--- src/hdl/okie_pkg.sv ---
`timescale 1ns / 1ps
package okie_pkg;

  typedef enum logic [1:0] {
    KIND_UASC  = 2'd0,
    KIND_UDESC = 2'd1,
    KIND_SASC  = 2'd2,
    KIND_NONE  = 2'd3
  } kind_t;

  localparam logic [7:0]  ZERO_PREFIX = 8'h88;
  localparam logic [7:0]  LONG_BASE   = 8'hF5;
  localparam logic [63:0] SMALL_LIMIT = 64'd109;

  localparam int QUEUE_DEPTH = 2;

  // One classified request: the prefix byte, the number of payload bytes that
  // follow it (zero for a one-byte key) and the payload, left-aligned so that
  // the first byte to send sits in bits 63:56.
  typedef struct packed {
    logic [7:0]  prefix;
    logic [3:0]  nbytes;
    logic [63:0] payload;
  } job_t;

  typedef struct packed {
    logic full;
    logic empty;
  } q_stat_t;

  typedef struct packed {
    logic busy;
  } back_stat_t;

  // Number of significant bytes of v, at least one.
  function automatic logic [3:0] sig_bytes(input logic [63:0] v);
    logic [3:0] n;
    n = 4'd1;
    for (int i = 1; i < 8; i++) begin
      if (|(v >> (8 * i))) n = 4'(i + 1);
    end
    return n;
  endfunction

  // Smallest n with m < 2^(8n)-1, where m is the complement of a negative value.
  function automatic logic [3:0] neg_bytes(input logic [63:0] m);
    logic [3:0]  n;
    logic [63:0] lim;
    n = 4'd8;
    for (int i = 7; i >= 1; i--) begin
      lim = (64'd1 << (8 * i)) - 64'd1;
      if (m < lim) n = 4'(i);
    end
    return n;
  endfunction

endpackage

--- src/hdl/okie_ifs.sv ---
`timescale 1ns / 1ps
interface okie_in_if;
  logic        valid;
  logic        ready;
  logic [1:0]  kind;
  logic [63:0] value;

  modport source (output valid, output kind, output value, input ready);
  modport sink   (input valid, input kind, input value, output ready);
endinterface

interface okie_out_if;
  logic       valid;
  logic       ready;
  logic [7:0] out_byte;
  logic       last;

  modport source (output valid, output out_byte, output last, input ready);
  modport sink   (input valid, input out_byte, input last, output ready);
endinterface

--- src/hdl/okie_front.sv ---
`timescale 1ns / 1ps
module okie_front (
  input  logic           clk,
  input  logic           rst_n,
  okie_in_if.sink        in_chan,
  input  logic           q_ready,
  output logic           f_valid,
  output okie_pkg::job_t f_job
);

  logic           f_valid_r, f_valid_nxt;
  okie_pkg::job_t f_job_r, f_job_nxt;
  okie_pkg::job_t cls_job;
  okie_pkg::kind_t kind;
  logic [63:0]    v;
  logic [63:0]    raw_pay;
  logic [3:0]     n;
  logic [3:0]     gap;
  logic [5:0]     shamt;
  logic           drop;
  logic           accept;

  // Classification of the request on the input channel.
  always_comb begin
    kind    = okie_pkg::kind_t'(in_chan.kind);
    v       = in_chan.value;
    raw_pay = v;
    n       = 4'd0;
    drop    = 1'b0;
    cls_job.prefix = okie_pkg::ZERO_PREFIX;
    case (kind)
      okie_pkg::KIND_UASC, okie_pkg::KIND_SASC: begin
        if (kind == okie_pkg::KIND_SASC && v[63]) begin
          n              = okie_pkg::neg_bytes(~v);
          cls_job.prefix = okie_pkg::ZERO_PREFIX - {4'd0, n};
        end else if (v <= okie_pkg::SMALL_LIMIT) begin
          cls_job.prefix = okie_pkg::ZERO_PREFIX + v[7:0];
        end else begin
          n              = okie_pkg::sig_bytes(v);
          cls_job.prefix = okie_pkg::LONG_BASE + {4'd0, n};
        end
      end
      okie_pkg::KIND_UDESC: begin
        if (v != 64'd0) begin
          n              = okie_pkg::sig_bytes(v);
          cls_job.prefix = okie_pkg::ZERO_PREFIX - {4'd0, n};
          raw_pay        = ~v;
        end
      end
      default: drop = 1'b1;
    endcase
    gap             = 4'd8 - n;
    shamt           = {gap[2:0], 3'b000};
    cls_job.nbytes  = n;
    cls_job.payload = raw_pay << shamt;
  end

  assign in_chan.ready = !f_valid_r || q_ready;
  assign accept        = in_chan.valid && in_chan.ready;

  always_comb begin
    f_valid_nxt = f_valid_r;
    f_job_nxt   = f_job_r;
    if (q_ready) f_valid_nxt = 1'b0;
    if (accept && !drop) begin
      f_valid_nxt = 1'b1;
      f_job_nxt   = cls_job;
    end
  end

  always_ff @(posedge clk) begin
    if (!rst_n) begin
      f_valid_r <= 1'b0;
    end else begin
      f_valid_r <= f_valid_nxt;
    end
  end

  always_ff @(posedge clk) begin
    f_job_r <= f_job_nxt;
  end

  assign f_valid = f_valid_r;
  assign f_job   = f_job_r;

endmodule

--- src/hdl/okie_queue.sv ---
`timescale 1ns / 1ps
module okie_queue #(
  parameter int DEPTH = okie_pkg::QUEUE_DEPTH
) (
  input  logic              clk,
  input  logic              rst_n,
  input  logic              push,
  input  okie_pkg::job_t    push_job,
  output logic              push_ready,
  input  logic              pop,
  output logic              pop_valid,
  output okie_pkg::job_t    pop_job,
  output okie_pkg::q_stat_t stat
);

  localparam int PTR_W = (DEPTH > 1) ? $clog2(DEPTH) : 1;
  localparam int CNT_W = $clog2(DEPTH + 1);
  localparam logic [PTR_W-1:0] LAST_PTR = PTR_W'(DEPTH - 1);
  localparam logic [CNT_W-1:0] FULL_CNT = CNT_W'(DEPTH);

  okie_pkg::job_t   mem_r [DEPTH];
  logic [PTR_W-1:0] wr_ptr_r, wr_ptr_nxt;
  logic [PTR_W-1:0] rd_ptr_r, rd_ptr_nxt;
  logic [CNT_W-1:0] count_r, count_nxt;
  logic             do_push, do_pop;

  assign stat.full  = (count_r == FULL_CNT);
  assign stat.empty = (count_r == '0);
  assign push_ready = !stat.full;
  assign pop_valid  = !stat.empty;
  assign pop_job    = mem_r[rd_ptr_r];
  assign do_push    = push && !stat.full;
  assign do_pop     = pop && !stat.empty;

  always_comb begin
    wr_ptr_nxt = wr_ptr_r;
    rd_ptr_nxt = rd_ptr_r;
    count_nxt  = count_r;
    if (do_push) wr_ptr_nxt = (wr_ptr_r == LAST_PTR) ? '0 : wr_ptr_r + 1'b1;
    if (do_pop)  rd_ptr_nxt = (rd_ptr_r == LAST_PTR) ? '0 : rd_ptr_r + 1'b1;
    if (do_push && !do_pop) count_nxt = count_r + 1'b1;
    if (do_pop && !do_push) count_nxt = count_r - 1'b1;
  end

  always_ff @(posedge clk) begin
    if (!rst_n) begin
      wr_ptr_r <= '0;
      rd_ptr_r <= '0;
      count_r  <= '0;
    end else begin
      wr_ptr_r <= wr_ptr_nxt;
      rd_ptr_r <= rd_ptr_nxt;
      count_r  <= count_nxt;
    end
  end

  always_ff @(posedge clk) begin
    if (do_push) mem_r[wr_ptr_r] <= push_job;
  end

endmodule

--- src/hdl/okie_back.sv ---
`timescale 1ns / 1ps
module okie_back (
  input  logic                 clk,
  input  logic                 rst_n,
  input  logic                 q_valid,
  input  okie_pkg::job_t       q_job,
  output logic                 q_pop,
  okie_out_if.source           out_chan,
  output okie_pkg::back_stat_t stat
);

  logic        out_valid_r, out_valid_nxt;
  logic [7:0]  out_byte_r, out_byte_nxt;
  logic        out_last_r, out_last_nxt;
  logic [63:0] pay_r, pay_nxt;
  logic [3:0]  left_r, left_nxt;
  logic        advance;

  assign advance = !out_valid_r || out_chan.ready;

  // Payload bytes take priority; a new request is popped only once the
  // current one has sent its last byte.
  always_comb begin
    out_valid_nxt = out_valid_r;
    out_byte_nxt  = out_byte_r;
    out_last_nxt  = out_last_r;
    pay_nxt       = pay_r;
    left_nxt      = left_r;
    q_pop         = 1'b0;
    if (advance) begin
      if (left_r != 4'd0) begin
        out_valid_nxt = 1'b1;
        out_byte_nxt  = pay_r[63:56];
        out_last_nxt  = (left_r == 4'd1);
        pay_nxt       = {pay_r[55:0], 8'h00};
        left_nxt      = left_r - 4'd1;
      end else if (q_valid) begin
        q_pop         = 1'b1;
        out_valid_nxt = 1'b1;
        out_byte_nxt  = q_job.prefix;
        out_last_nxt  = (q_job.nbytes == 4'd0);
        pay_nxt       = q_job.payload;
        left_nxt      = q_job.nbytes;
      end else begin
        out_valid_nxt = 1'b0;
      end
    end
  end

  always_ff @(posedge clk) begin
    if (!rst_n) begin
      out_valid_r <= 1'b0;
      left_r      <= 4'd0;
    end else begin
      out_valid_r <= out_valid_nxt;
      left_r      <= left_nxt;
    end
  end

  always_ff @(posedge clk) begin
    out_byte_r <= out_byte_nxt;
    out_last_r <= out_last_nxt;
    pay_r      <= pay_nxt;
  end

  assign out_chan.valid    = out_valid_r;
  assign out_chan.out_byte = out_byte_r;
  assign out_chan.last     = out_last_r;
  assign stat.busy         = (left_r != 4'd0);

endmodule

--- src/hdl/ordered_key_integer_encoder_top.sv ---
`timescale 1ns / 1ps
// Order-preserving integer key encoder.
// Each request on in_chan carries an encoding kind and a 64-bit value. The
// block answers with the key as a byte stream on out_chan, prefix byte first,
// with last raised on the final byte. Kind 3 is accepted and dropped.
// A request passes through the front classification register, the queue and
// the output register before its prefix byte leaves. Longer keys follow with
// one byte per cycle while out_chan.ready is high, up to nine bytes.
// Throughput is set by the byte-wide output register: a request occupies it
// for one to nine key bytes, nine in the worst case. The front keeps
// accepting requests while the back is still sending, until the queue
// between them is full and the front register holds a request.
// When the receiver holds out_chan.ready low, the current byte is held, the
// back stops, the queue fills and in_chan.ready then drops.
// Reset (rst_n low at a clock edge) empties the front register, the queue and
// the output register; no partial key survives it.
module ordered_key_integer_encoder_top #(
  parameter int QUEUE_DEPTH = okie_pkg::QUEUE_DEPTH
) (
  input  logic       clk,
  input  logic       rst_n,
  okie_in_if.sink    in_chan,
  okie_out_if.source out_chan
);

  logic                 f_valid;
  okie_pkg::job_t       f_job;
  logic                 q_ready;
  logic                 q_valid;
  okie_pkg::job_t       q_job;
  logic                 q_pop;
  okie_pkg::q_stat_t    q_stat;
  okie_pkg::back_stat_t b_stat;

  // Front: classifies each request into prefix, byte count and aligned payload.
  okie_front u_front (
    .clk     (clk),
    .rst_n   (rst_n),
    .in_chan (in_chan),
    .q_ready (q_ready),
    .f_valid (f_valid),
    .f_job   (f_job)
  );

  // Short queue that decouples classification from serialization.
  okie_queue #(
    .DEPTH (QUEUE_DEPTH)
  ) u_queue (
    .clk        (clk),
    .rst_n      (rst_n),
    .push       (f_valid),
    .push_job   (f_job),
    .push_ready (q_ready),
    .pop        (q_pop),
    .pop_valid  (q_valid),
    .pop_job    (q_job),
    .stat       (q_stat)
  );

  // Back: sends the prefix and then the payload bytes, most significant first.
  okie_back u_back (
    .clk      (clk),
    .rst_n    (rst_n),
    .q_valid  (q_valid),
    .q_job    (q_job),
    .q_pop    (q_pop),
    .out_chan (out_chan),
    .stat     (b_stat)
  );

`ifndef SYNTHESIS
  // The queue can never report full and empty at once.
  assert property (@(posedge clk) disable iff (!rst_n) !(q_stat.full && q_stat.empty))
    else $error("queue full and empty together");

  // A byte that is not the last of its key always has payload bytes behind it.
  assert property (@(posedge clk) disable iff (!rst_n)
    (out_chan.valid && !out_chan.last) |-> b_stat.busy)
    else $error("non-final byte with no payload pending");

  // A held front register and a full queue must stall the input channel.
  assert property (@(posedge clk) disable iff (!rst_n)
    (f_valid && q_stat.full) |-> !in_chan.ready)
    else $error("input accepted while front and queue are full");

  // Nothing is presented on the output in the cycle after reset.
  assert property (@(posedge clk) $past(!rst_n) |-> !out_chan.valid)
    else $error("output valid right after reset");
`endif

endmodule
--- src/flat_wrapper.sv ---
// flat-port wrapper written by rule: the top's interface ports become plain ports
module ordered_key_integer_encoder_top_flat 
#(
  parameter int QUEUE_DEPTH = okie_pkg::QUEUE_DEPTH
)
  (clk, rst_n, in_chan_valid, in_chan_kind, in_chan_value, in_chan_ready, out_chan_valid, out_chan_out_byte, out_chan_last, out_chan_ready);
  okie_in_if in_chan_i ();
  okie_out_if out_chan_i ();
  input  logic clk;
  input  logic rst_n;
  input wire logic [$bits(in_chan_i.valid)-1:0] in_chan_valid;
  input wire logic [$bits(in_chan_i.kind)-1:0] in_chan_kind;
  input wire logic [$bits(in_chan_i.value)-1:0] in_chan_value;
  output wire logic [$bits(in_chan_i.ready)-1:0] in_chan_ready;
  output wire logic [$bits(out_chan_i.valid)-1:0] out_chan_valid;
  output wire logic [$bits(out_chan_i.out_byte)-1:0] out_chan_out_byte;
  output wire logic [$bits(out_chan_i.last)-1:0] out_chan_last;
  input wire logic [$bits(out_chan_i.ready)-1:0] out_chan_ready;
  assign in_chan_i.valid = in_chan_valid;
  assign in_chan_i.kind = in_chan_kind;
  assign in_chan_i.value = in_chan_value;
  assign in_chan_ready = in_chan_i.ready;
  assign out_chan_valid = out_chan_i.valid;
  assign out_chan_out_byte = out_chan_i.out_byte;
  assign out_chan_last = out_chan_i.last;
  assign out_chan_i.ready = out_chan_ready;
  ordered_key_integer_encoder_top #(.QUEUE_DEPTH(QUEUE_DEPTH)) u_core (.clk(clk), .rst_n(rst_n), .in_chan(in_chan_i), .out_chan(out_chan_i));
endmodule
--- config.mk ---
export PLATFORM = sky130hd
export DESIGN_NAME = ordered_key_integer_encoder_top_flat
export DESIGN_NICKNAME = d
export VERILOG_FILES = /design/src/hdl/okie_pkg.sv /design/src/hdl/okie_ifs.sv /design/src/hdl/okie_front.sv /design/src/hdl/okie_queue.sv /design/src/hdl/okie_back.sv /design/src/hdl/ordered_key_integer_encoder_top.sv /design/src/flat_wrapper.sv
export SDC_FILE = /design/constraint.sdc
export NUM_CORES = 1
export LEC_CHECK = 0
export BUFFER_PORTS_ARGS = -buffer_cell sky130_fd_sc_hd__buf_2
export CAP_MARGIN = 0
export CORE_UTILIZATION = 47
export DETAILED_ROUTE_END_ITERATION = 6
export HOLD_SLACK_MARGIN = 0.08
export SYNTH_ARGS = -nofsm -noshare
export SYNTH_HDL_FRONTEND = slang
export SYNTH_SLANG_ARGS = --single-unit
--- constraint.sdc ---
create_clock -name clk -period 7.6 [get_ports clk]
set_input_delay 0.38 -clock clk [delete_from_list [all_inputs] [get_ports clk]]
set_output_delay 0.38 -clock clk [all_outputs]
set_load 0.01 [all_outputs]
Word-level counts from Yosys, hierarchy flattened --
Memories as Yosys holds them, arrays and structs flattened. A register that Yosys moved wholly into a read port is not among the register bits. Index checks and enable logic that the tools add are counted.
Storage, ports and cells: bits in latches 0, logic and storage cells 124, register bits 159, memories 1, memory bits (read-only) 0, RAM bits 152
Memory list:
- u_core.u_queue.mem_r | words 2, bits a word 76, read ports 1, clocked after memory_dff 1, write ports 1, RTL line okie_queue.sv:21 | okie_pkg::job_t mem_r [DEPTH];
Operators by class: div/mod/pow operators 0, multipliers 0, eq/ne operators 6, reductions and logical operators 31, $lt $le $gt $ge 8, shift operators 1, bitwise gates (word level) 1, mux-type cells 53, $add $sub $neg 10
Operators by type and width (count):
- two-way mux 64 bit | 4
- two-way mux 4 bit | 25
- less-or-equal comparator 64 x 7 -> 1 bit (second input constant) | 1
- less-than comparator 64 x 16 -> 1 bit (second input constant) | 1
- less-than comparator 64 x 24 -> 1 bit (second input constant) | 1
- less-than comparator 64 x 32 -> 1 bit (second input constant) | 1
- less-than comparator 64 x 40 -> 1 bit (second input constant) | 1
- less-than comparator 64 x 48 -> 1 bit (second input constant) | 1
- less-than comparator 64 x 56 -> 1 bit (second input constant) | 1
- less-than comparator 64 x 8 -> 1 bit (second input constant) | 1
- NOT 64 bit | 1
- nonzero test 64 bit | 1
- << shifter 64 x 6 -> 64 bit | 1
- OR reduction 56 bit | 1
- OR reduction 48 bit | 1
- two-way mux 8 bit | 5
- OR reduction 40 bit | 1
- OR reduction 32 bit | 1
- OR reduction 24 bit | 1
- case mux 8 bit (2 select lines) | 1
- OR reduction 16 bit | 1
- subtractor 8 x 4 -> 8 bit (first input constant) | 2
- two-way mux 1 bit | 14
- adder 8 bit (first input constant) | 1
- 23 further kinds | 41

Longest topological paths before layout --
Gate-level depths: netlist of run 1.
word-level depth 16, mapped depth 20, gate-level depth less buffers 17

By module --
Synthesis of run 1 repeated with hierarchy kept, for this count alone.
Second synthesis, totals: cells, all modules 1287, area, all modules 15828.9 um2
By module, submodules not included:
- okie_front | area each 6711.4 um2, times used 1, cells each 692
- okie_queue | area each 5719.2 um2, times used 1, cells each 263
- okie_back | area each 3398.3 um2, times used 1, cells each 332

Worst setup path before layout of run 1 --
No wires, ideal clock.
path type in2reg, start point input in_chan_value[3], end point register u_core.u_front.f_job_r, in the netlist u_core.u_front.f_job[48], data pin, arrival time 4139 ps, cell stages on the path 17, library setup time 275 ps, path buffers 6, setup slack 3186 ps, path through clkbuf_1 or4_1 or2_1 buf_6 o311a_1 o221ai_2 a2111oi_4 nor2_8 clkbuf_1 ha_1 inv_1 a2111o_1 o211ai_1 clkbuf_1 buf_2 buf_1 a21oi_1
RTL lines:
- from (decl) | RTL line flat_wrapper.sv:13 | input wire logic [$bits(in_chan_i.value)-1:0] in_chan_value;
- to (signal assigned) | RTL line okie_front.sv:80 | f_job_r <= f_job_nxt;
- to (decl) | RTL line okie_front.sv:12 | okie_pkg::job_t f_job_r, f_job_nxt;

Worst setup path in the final report of run 1 --
start point input in_chan_value[26], end point register u_core.u_front.f_job_r, in the netlist u_core.u_front.f_job[30], data pin
On the way: word-level cells in the longest chain between the ends 16, elaborated cells between the ends (all ways) 42, classes of those cells 1 x add/sub; 8 x order compare; 1 x shift; 27 x mux; 1 x bitwise; 4 x reduce/logical
RTL lines:
- branches (longest 15 deep; another with less-than comparator 64 x 56 -> 1 bit)
- << shifter 64 x 6 -> 64 bit (*) | RTL line okie_front.sv:55 | cls_job.payload = raw_pay << shamt;
Mark *: on every way between the ends. The select of a mux whose other input is x is not followed. A chain may end at the register's enable or synchronous reset.

==> results by group, run 1 <==
Route
  – DRC: 0
  – Met2 WL: 15800 um
  – DR vias/cell: 5.88
  – 1st-iter DRT viols: 870
  – Via count: 9654
  – Pre-antenna DRT Iters: 5
  – Wire length on met1: 17400 um
  – Final ANT Viol Nets: 0
  – Post-Route WL: 36400 um
  – Wire length per cell: 22.2 um
  – Routed wl met3: 2160 um
  – Max Used Layer: met4

Clocking
  – Root Driver: clkbuf_16
  – Worst-Skew Late Latency: 0.55 ns
  – Clock Sink Count: 312
  – H-tree Lvls: 1
  – Clock Path Buffers: 3
  – Postcts setup bufs: 0
  – Post_cts resized: 0
  – CTS hold repair buffers: 0
  – Worst-path clk slew: 0.06 ns
  – TritonCTS clock tree: built
  – CTS Buf Count: 31

Critical path
  – R2r worst-path depth: 6
  – End of the critical path: u_core.u_front.f_job[30]
  – CP required: 7.84 ns
  – R2R Path End: u_core.u_back.pay_r[60]
  – Crit path DAT: 6.41 ns
  – Critical Path Start Type: primary input
  – FF-to-FF setup slack: 4.76 ns
  – CP Launch Point: in_chan_value[26]
  – Worst R2R Start: u_core.u_back.left_r[0]
  – CP Class: primary input to register
  – Kind of end point of the critical path: register
  – Crit Path Max Fanout: 35

Floorplanning
  – Die area: 32500 sq um
  – I/O pin count: 81
  – Core area: 30900 sq um
  – Initial core utilization: 0.484
  – Die height: 180 um
  – FP Rows: 64
  – Die Span X: 180 um

Job
  – Max Cap Viol: 0

Logic synthesis
  – Flops & latches, synth: 312
  – Syn Inst Count: 1169
  – Mapped cell area: 15000 sq um
  – Top_reg_cell synth: edfxtp_1
  – Syn Area/Cell: 12.8 sq um
  – Post-synth cell types: 70
  – Synthesized Nets: 1248
  – Number of synthesized flops with an enable pin: 301
  – Post-synth top area cell: edfxtp_1
  – Synth Warn #: 0
  – Register area share after synthesis: 0.619
  – Top post-synthesis cells by area: edfxtp_1, mux2i_1, nand2_1, o21ai_0, nor2_1
  – Async SR Flop Fraction: 0
  – Yosys top cell area share: 0.604

Timing
  – RSZ-0062 raised after global routing: no
  – Min cycle time layout: 6.17 ns
  – Worst Tran Pin Value: 1.07 ns
  – Final Cycle Share: 0.811
  – Fin. max-slew vios: 0
  – Achievable frequency: 0.162 GHz
  – Clock skew: 0.0136 ns
  – Slew HR: 0.277
  – Setup TNS Final: 0 ns
  – Final setup viols: 0
  – Final hold viol count: 0

Power
  – Peak supply drop: 285 uV
  – Leakage: 5.65 nW
  – PD cells: 323 nW/um^2
  – Power consumption: 0.00538 W

Layout
  – ANT cells: 0
  – Multi-input logic area: 5320 sq um
  – Cell Count, Final, Fillers Out: 1642
  – Share of cells above drive strength 1: 0.161
  – Fillcell total: 2620
  – Sequential Area: 9260 sq um
  – Area growth from synthesis to layout: 11.5%
  – Finished Cell Area: 16700 sq um
  – Layout Nets: 1302

GRT
  – Congestion Overflow GR: 0
  – Initial antenna violation count: 0
  – Gr usage total: 0.222
  – Largest net degree at the start of global routing: 113
  – Global-route wire length before repair: 55000 um
  – Number of global-route vias before repair: 9070

Hold path
  – Hold crit path type: primary input to register

Outcome
  – Status: completed

Placement
  – HPWL Detailed: 25100 um
  – Routability cong.: 0.893
  – Placed inst area: 15600 sq um
  – Dpl cells: 1586
  – Port Buffers: 80
-- per-stage QoR --
step / hold WS (ns) / setup WS (ns) / util
after global placement: 0.422 / 1.13 / 0.506
after detailed placement: 0.429 / 1.05 / 0.506
after floorplan: 0.421 / 3.19 / -
after CTS: 0.0861 / 1.59 / 0.539
final: 0.103 / 1.43 / 0.539
after global routing: 0.0932 / 1.12 / 0.539
-- sequential cells by signal (all words and copies together) (netlist names), named ones only --
signal,count
u_core.u_front.f_valid,1
u_core.u_back.out_chan.last,1
u_core.u_back.out_chan.out_byte,8
u_core.u_back.left_r,4
u_core.u_front.f_job,76
u_core.u_back.out_chan.valid,1
u_core.u_queue.count_r,2
u_core.u_queue.rd_ptr_r,1
u_core.u_back.pay_r,64
u_core.u_queue.wr_ptr_r,1
u_core.u_queue.mem_r,152
-- cells by family (layout without fill, tap and decap cells) --
group           Yosys count  count (layout)  share of synthesized area
flops                   312             312                      0.619
fa+ha+maj                 9               9                    0.00753
compound gates          228             228                      0.101
simple gates            348             348                      0.112
xor+xnor                 34              34                     0.0199
buf+inv                  86             163                     0.0268
mux                     152             152                      0.114
-- cells in the final DEF, fill, tap and decap left out, types with 22 or more instances in the layout --
cell type  instances
buf_2             80
clkbuf_16         31
xnor2_1           30
mux2i_1          128
nand2_1          129
edfxtp_1         301
nor2_1            87
and2_1            36
o21ai_0           76
o211ai_1          22
a21oi_1           38
-- routing by layer --
layer  global-route usage  vias up
met1                0.347     4693
met5                    0        -
li1                     -     4562
met2                0.325      348
met3               0.0222       51
met4               0.0674        0
-- worst max-delay path, stage by stage --
cell	delay, ns
buf_2	0.13
nor4_1	0.92
nand4bb_4	0.32
o41ai_2	0.44
o221ai_2	0.20
a2111oi_4	0.97
nor2_8	0.26
ha_1	0.87
clkinv_1	0.86
nand2_1	0.81
o22ai_1	0.21
-- synth_stat cells (5+ instances only) --
cell         n
dfxtp_1     11
or4_1        5
and2_1      36
nand2_1    129
ha_1         9
edfxtp_1   301
clkbuf_1    47
a211oi_1     8
o21ai_0     76
o21ai_1      5
nor2_1      88
nor4_1      18
o22ai_1     12
a21oi_1     38
a21boi_0     5
buf_1       13
nor3_1      11
nand4_1     16
a22oi_1     17
mux4_2      12
mux2_2       8
inv_1       11
or2_2        9
o41ai_1      9
and3_1      12
xnor2_1     30
o2111ai_1    5
mux2i_1    128
buf_2        6
o211ai_1    22
nand2b_1     7
-- where the power goes --
group          switching, W  internal (W)
Clock              0.000628      0.000916
Combinational      0.000863      0.000396
Sequential         0.000143       0.00243
Total               0.00163       0.00374
-- cell type report --
type                            instances  share of cell area
Clock inverter                         24              0.0158
Timing Repair Buffer                   93              0.0299
Tap cell                              396              0.0297
Multi-Input combinational cell        771               0.319
Clock buffer                           32              0.0468
Sequential cell                       312               0.556
Inverter                               14             0.00330
-- worst min-delay path by stage --
stage                             startpoint                     endpoint  depth (start not counted)  slack [ns]
floorplan            u_core.u_front.f_job[0]   u_core.u_queue.mem_r[0][0]                          0        0.42
finish                         in_chan_valid       u_core.u_front.f_valid                          3        0.10
global placement    u_core.u_front.f_job[69]  u_core.u_queue.mem_r[0][69]                          0        0.42
CTS                            in_chan_valid       u_core.u_front.f_valid                          3        0.09
detailed placement  u_core.u_front.f_job[23]  u_core.u_queue.mem_r[1][23]                          0        0.43
global route                   in_chan_valid       u_core.u_front.f_valid                          3        0.09
Power figures use the tool's default switching activity.
==> run 2: changes to the inputs <==
==> constraint.sdc (replaced) <==
create_clock -name clk -period 5.86 [get_ports clk]
set_input_delay 0.293 -clock clk [delete_from_list [all_inputs] [get_ports clk]]
set_output_delay 0.293 -clock clk [all_outputs]
set_load 0.01 [all_outputs]
==> results by group, run 2 (synthesis gave the netlist of run 1 again) <==
Timing
  – Worst Tran Pin Value: 1.02 ns (-0.0533 ns)
  – Clock skew: 0.0101 ns (-0.00345 ns)
  – Fin. max-slew vios: 0 (unchanged)
  – Final setup viols: 0 (unchanged)
  – Min cycle time layout: 4.71 ns
  – Final hold viol count: 0 (unchanged)
  – Achievable frequency: 0.212 GHz
  – Slew HR: 0.319 (+0.0421)
  – Final hold slack: 0.234 ns (+0.131 ns)
  – Setup TNS Final: 0 ns (unchanged)
  – Final worst setup slack: 1.15 ns (-0.284 ns)
  – RSZ-0062 raised after global routing: no
  – Final Cycle Share: 0.804

GRT
  – Routing usage on met1: 0.353 (+0.00510)
  – Congestion Overflow GR: 0 (unchanged)
  – Global-route wire length before repair: 57400 um (+4.3%)
  – GR peak layer: met1
  – Gr usage total: 0.230 (+0.00755)
  – Largest net degree at the start of global routing: 85 (-25%)
  – Initial antenna violation count: 1 (+1)
  – Number of global-route vias before repair: 9416 (+3.8%)
  – Met3 usage: 0.0293 (+0.00707)
  – GR Util met2: 0.342 (+0.0174)

Layout
  – Share of cells above drive strength 1: 0.155 (-0.00569)
  – Layout Nets: 1312 (+0.77%)
  – Cell Count, Final, Fillers Out: 1650 (+0.49%)
  – Commonest non-fill, non-tap cells in the layout: edfxtp_1, nand2_1, mux2i_1
  – Biggest register: u_core.u_queue.mem_r
  – Max reg flops: 152 (unchanged)
  – Area growth from synthesis to layout: 10.9%
  – Commonest non-fill, non-tap cell in the layout: edfxtp_1

Placement
  – Port Buffers: 80 (unchanged)
  – Routability cong.: 0.913 (+2.2%)
  – Dpl cells: 1594 (+0.50%)
  – Dpl ws: 0.653 ns (-0.395 ns)
  – HPWL Detailed: 25600 um (+2.0%)

Floorplanning
  – Core area: 30900 sq um (unchanged)
  – Die height: 180 um (unchanged)
  – FP Rows: 64 (unchanged)
  – I/O pin count: 81 (unchanged)
  – Die area: 32500 sq um (unchanged)
  – Die Span X: 180 um (unchanged)
  – Initial core utilization: 0.484 (unchanged)

Critical path
  – End of the critical path: u_core.u_front.f_job[47]
  – FF-to-FF setup slack: 2.96 ns (-1.80 ns)
  – Kind of end point of the critical path: register
  – CP Class: primary input to register
  – Max incr delay on CP: 0.79 ns (-0.18 ns)
  – CP required: 6.11 ns (-1.73 ns)
  – Slowest-stage cell, CP: a311oi_1
  – Critical Path Start Type: primary input
  – Worst path cell trace: buf_2, nor4_1, nand4_1, a311oi_1, a21oi_1, o21ba_2, nor2_8, ha_1, inv_1, a2111o_1, o211ai_1, buf_4, nor3_1, o41ai_1, o21ai_1
  – Crit path DAT: 4.97 ns (-1.44 ns)
  – R2R Path End: u_core.u_back.out_chan.out_byte[2]
  – R2r worst-path depth: 8 (+2)
  – Crit Path Max Fanout: 15 (-57%)
  – CP Launch Point: in_chan_value[9]
  – Worst R2R Start: u_core.u_back.left_r[0]

Route
  – Pre-antenna DRT Iters: 5 (unchanged)
  – Wire length per cell: 22.3 um (+0.44%)
  – 1st-iter DRT viols: 827 (-4.9%)
  – Final ANT Viol Nets: 0 (unchanged)
  – Via count: 9731 (+0.80%)
  – DRC: 0 (unchanged)
  – DR vias/cell: 5.90 (+0.31%)
  – Post-Route WL: 36700 um (+0.93%)

Clocking
  – H-tree Lvls: 1 (unchanged)
  – CTS Buf Count: 31 (unchanged)
  – Worst-Skew Late Latency: 0.54 ns (about the same)
  – Clock Path Buffers: 3 (unchanged)
  – Clock Sink Count: 312 (unchanged)
  – Worst-path clk slew: 0.06 ns (about the same)
  – Postcts setup bufs: 0 (unchanged)
  – CTS hold repair buffers: 2 (+2)
  – Post_cts resized: 0 (unchanged)
  – TritonCTS clock tree: built
  – Root Driver: clkbuf_16

Job
  – Max Cap Viol: 0 (unchanged)

Power
  – Peak supply drop: 423 uV (+49%)
  – Leakage: 5.62 nW (-0.48%)
  – PD cells: 403 nW/um^2 (+25%)

Hold path
  – Hold crit path type: primary input to register

Outcome
  – Status: completed
[run 2: cell types whose count changed in the layout (fill, tap and decap cells not counted), sizes merged]
cell / previous run / this run
bufinv: 5 / 0
inv: 15 / 14
dlygate4sd3: 0 / 2
diode: 0 / 1
clkinvlp: 5 / 0
buf: 93 / 101
clkinv: 13 / 15
clkbuf: 32 / 38
[run 2: per-stage QoR]
stage / area (sq um) / power [W] / util
after floorplan: 15000 / 0.00449 / -
after global placement: 15700 / 0.00502 / 0.508
after detailed placement: 15700 / 0.00505 / 0.508
after CTS: 16600 / 0.00678 / 0.537
after global routing: 16600 / 0.00708 / 0.537
final: 16600 / 0.00669 / 0.537
[run 2: per-layer routing]
layer  up-vias  part of all wire
met5         -                 0
met4         0             0.018
met3        46             0.057
met2       326              0.44
met1      4771              0.49
li1       4588                 -
[run 2: cell type report]
class                   count  area (sq um)
diodes                      1          2.50
clock buffers              38           802
clock inverters            15          73.8
fillers                  2636         14300
inverters                  14          55.1
multi-input cells         771          5320
flip-flops and latches    312          9260
well taps                 396           495
repair buffers            103           578
[run 2: worst max-delay path: cells and delay by family]
kind	cells	cell delay, ns
fa+ha+maj	1	0.14
compound gates	7	2.86
buf+inv	3	0.56
simple gates	4	1.10
[run 2: report_power, final]
| group | switching (W) | internal [W] | leakage, nW | total [W] |
|---|---|---|---|---|
| clock network | 0.000761 | 0.000962 | 0.430 | 0.00172 |
| registers | 0.000201 | 0.00316 | 2.93 | 0.00336 |
| logic | 0.00109 | 0.000514 | 2.25 | 0.00161 |
[run 2: worst min-delay path by stage]
stage / from / end / slack [ns] / cells after the start
after global placement: u_core.u_front.f_job[54] / u_core.u_queue.mem_r[0][54] / 0.42 / 0
after detailed placement: u_core.u_front.f_job[75] / u_core.u_queue.mem_r[0][75] / 0.43 / 0
final: out_chan_ready / u_core.u_back.out_chan.valid / 0.23 / 4
after floorplan: u_core.u_front.f_job[0] / u_core.u_queue.mem_r[0][0] / 0.42 / 0
after CTS: out_chan_ready / u_core.u_back.out_chan.valid / 0.21 / 4
after global routing: out_chan_ready / u_core.u_back.out_chan.valid / 0.26 / 4
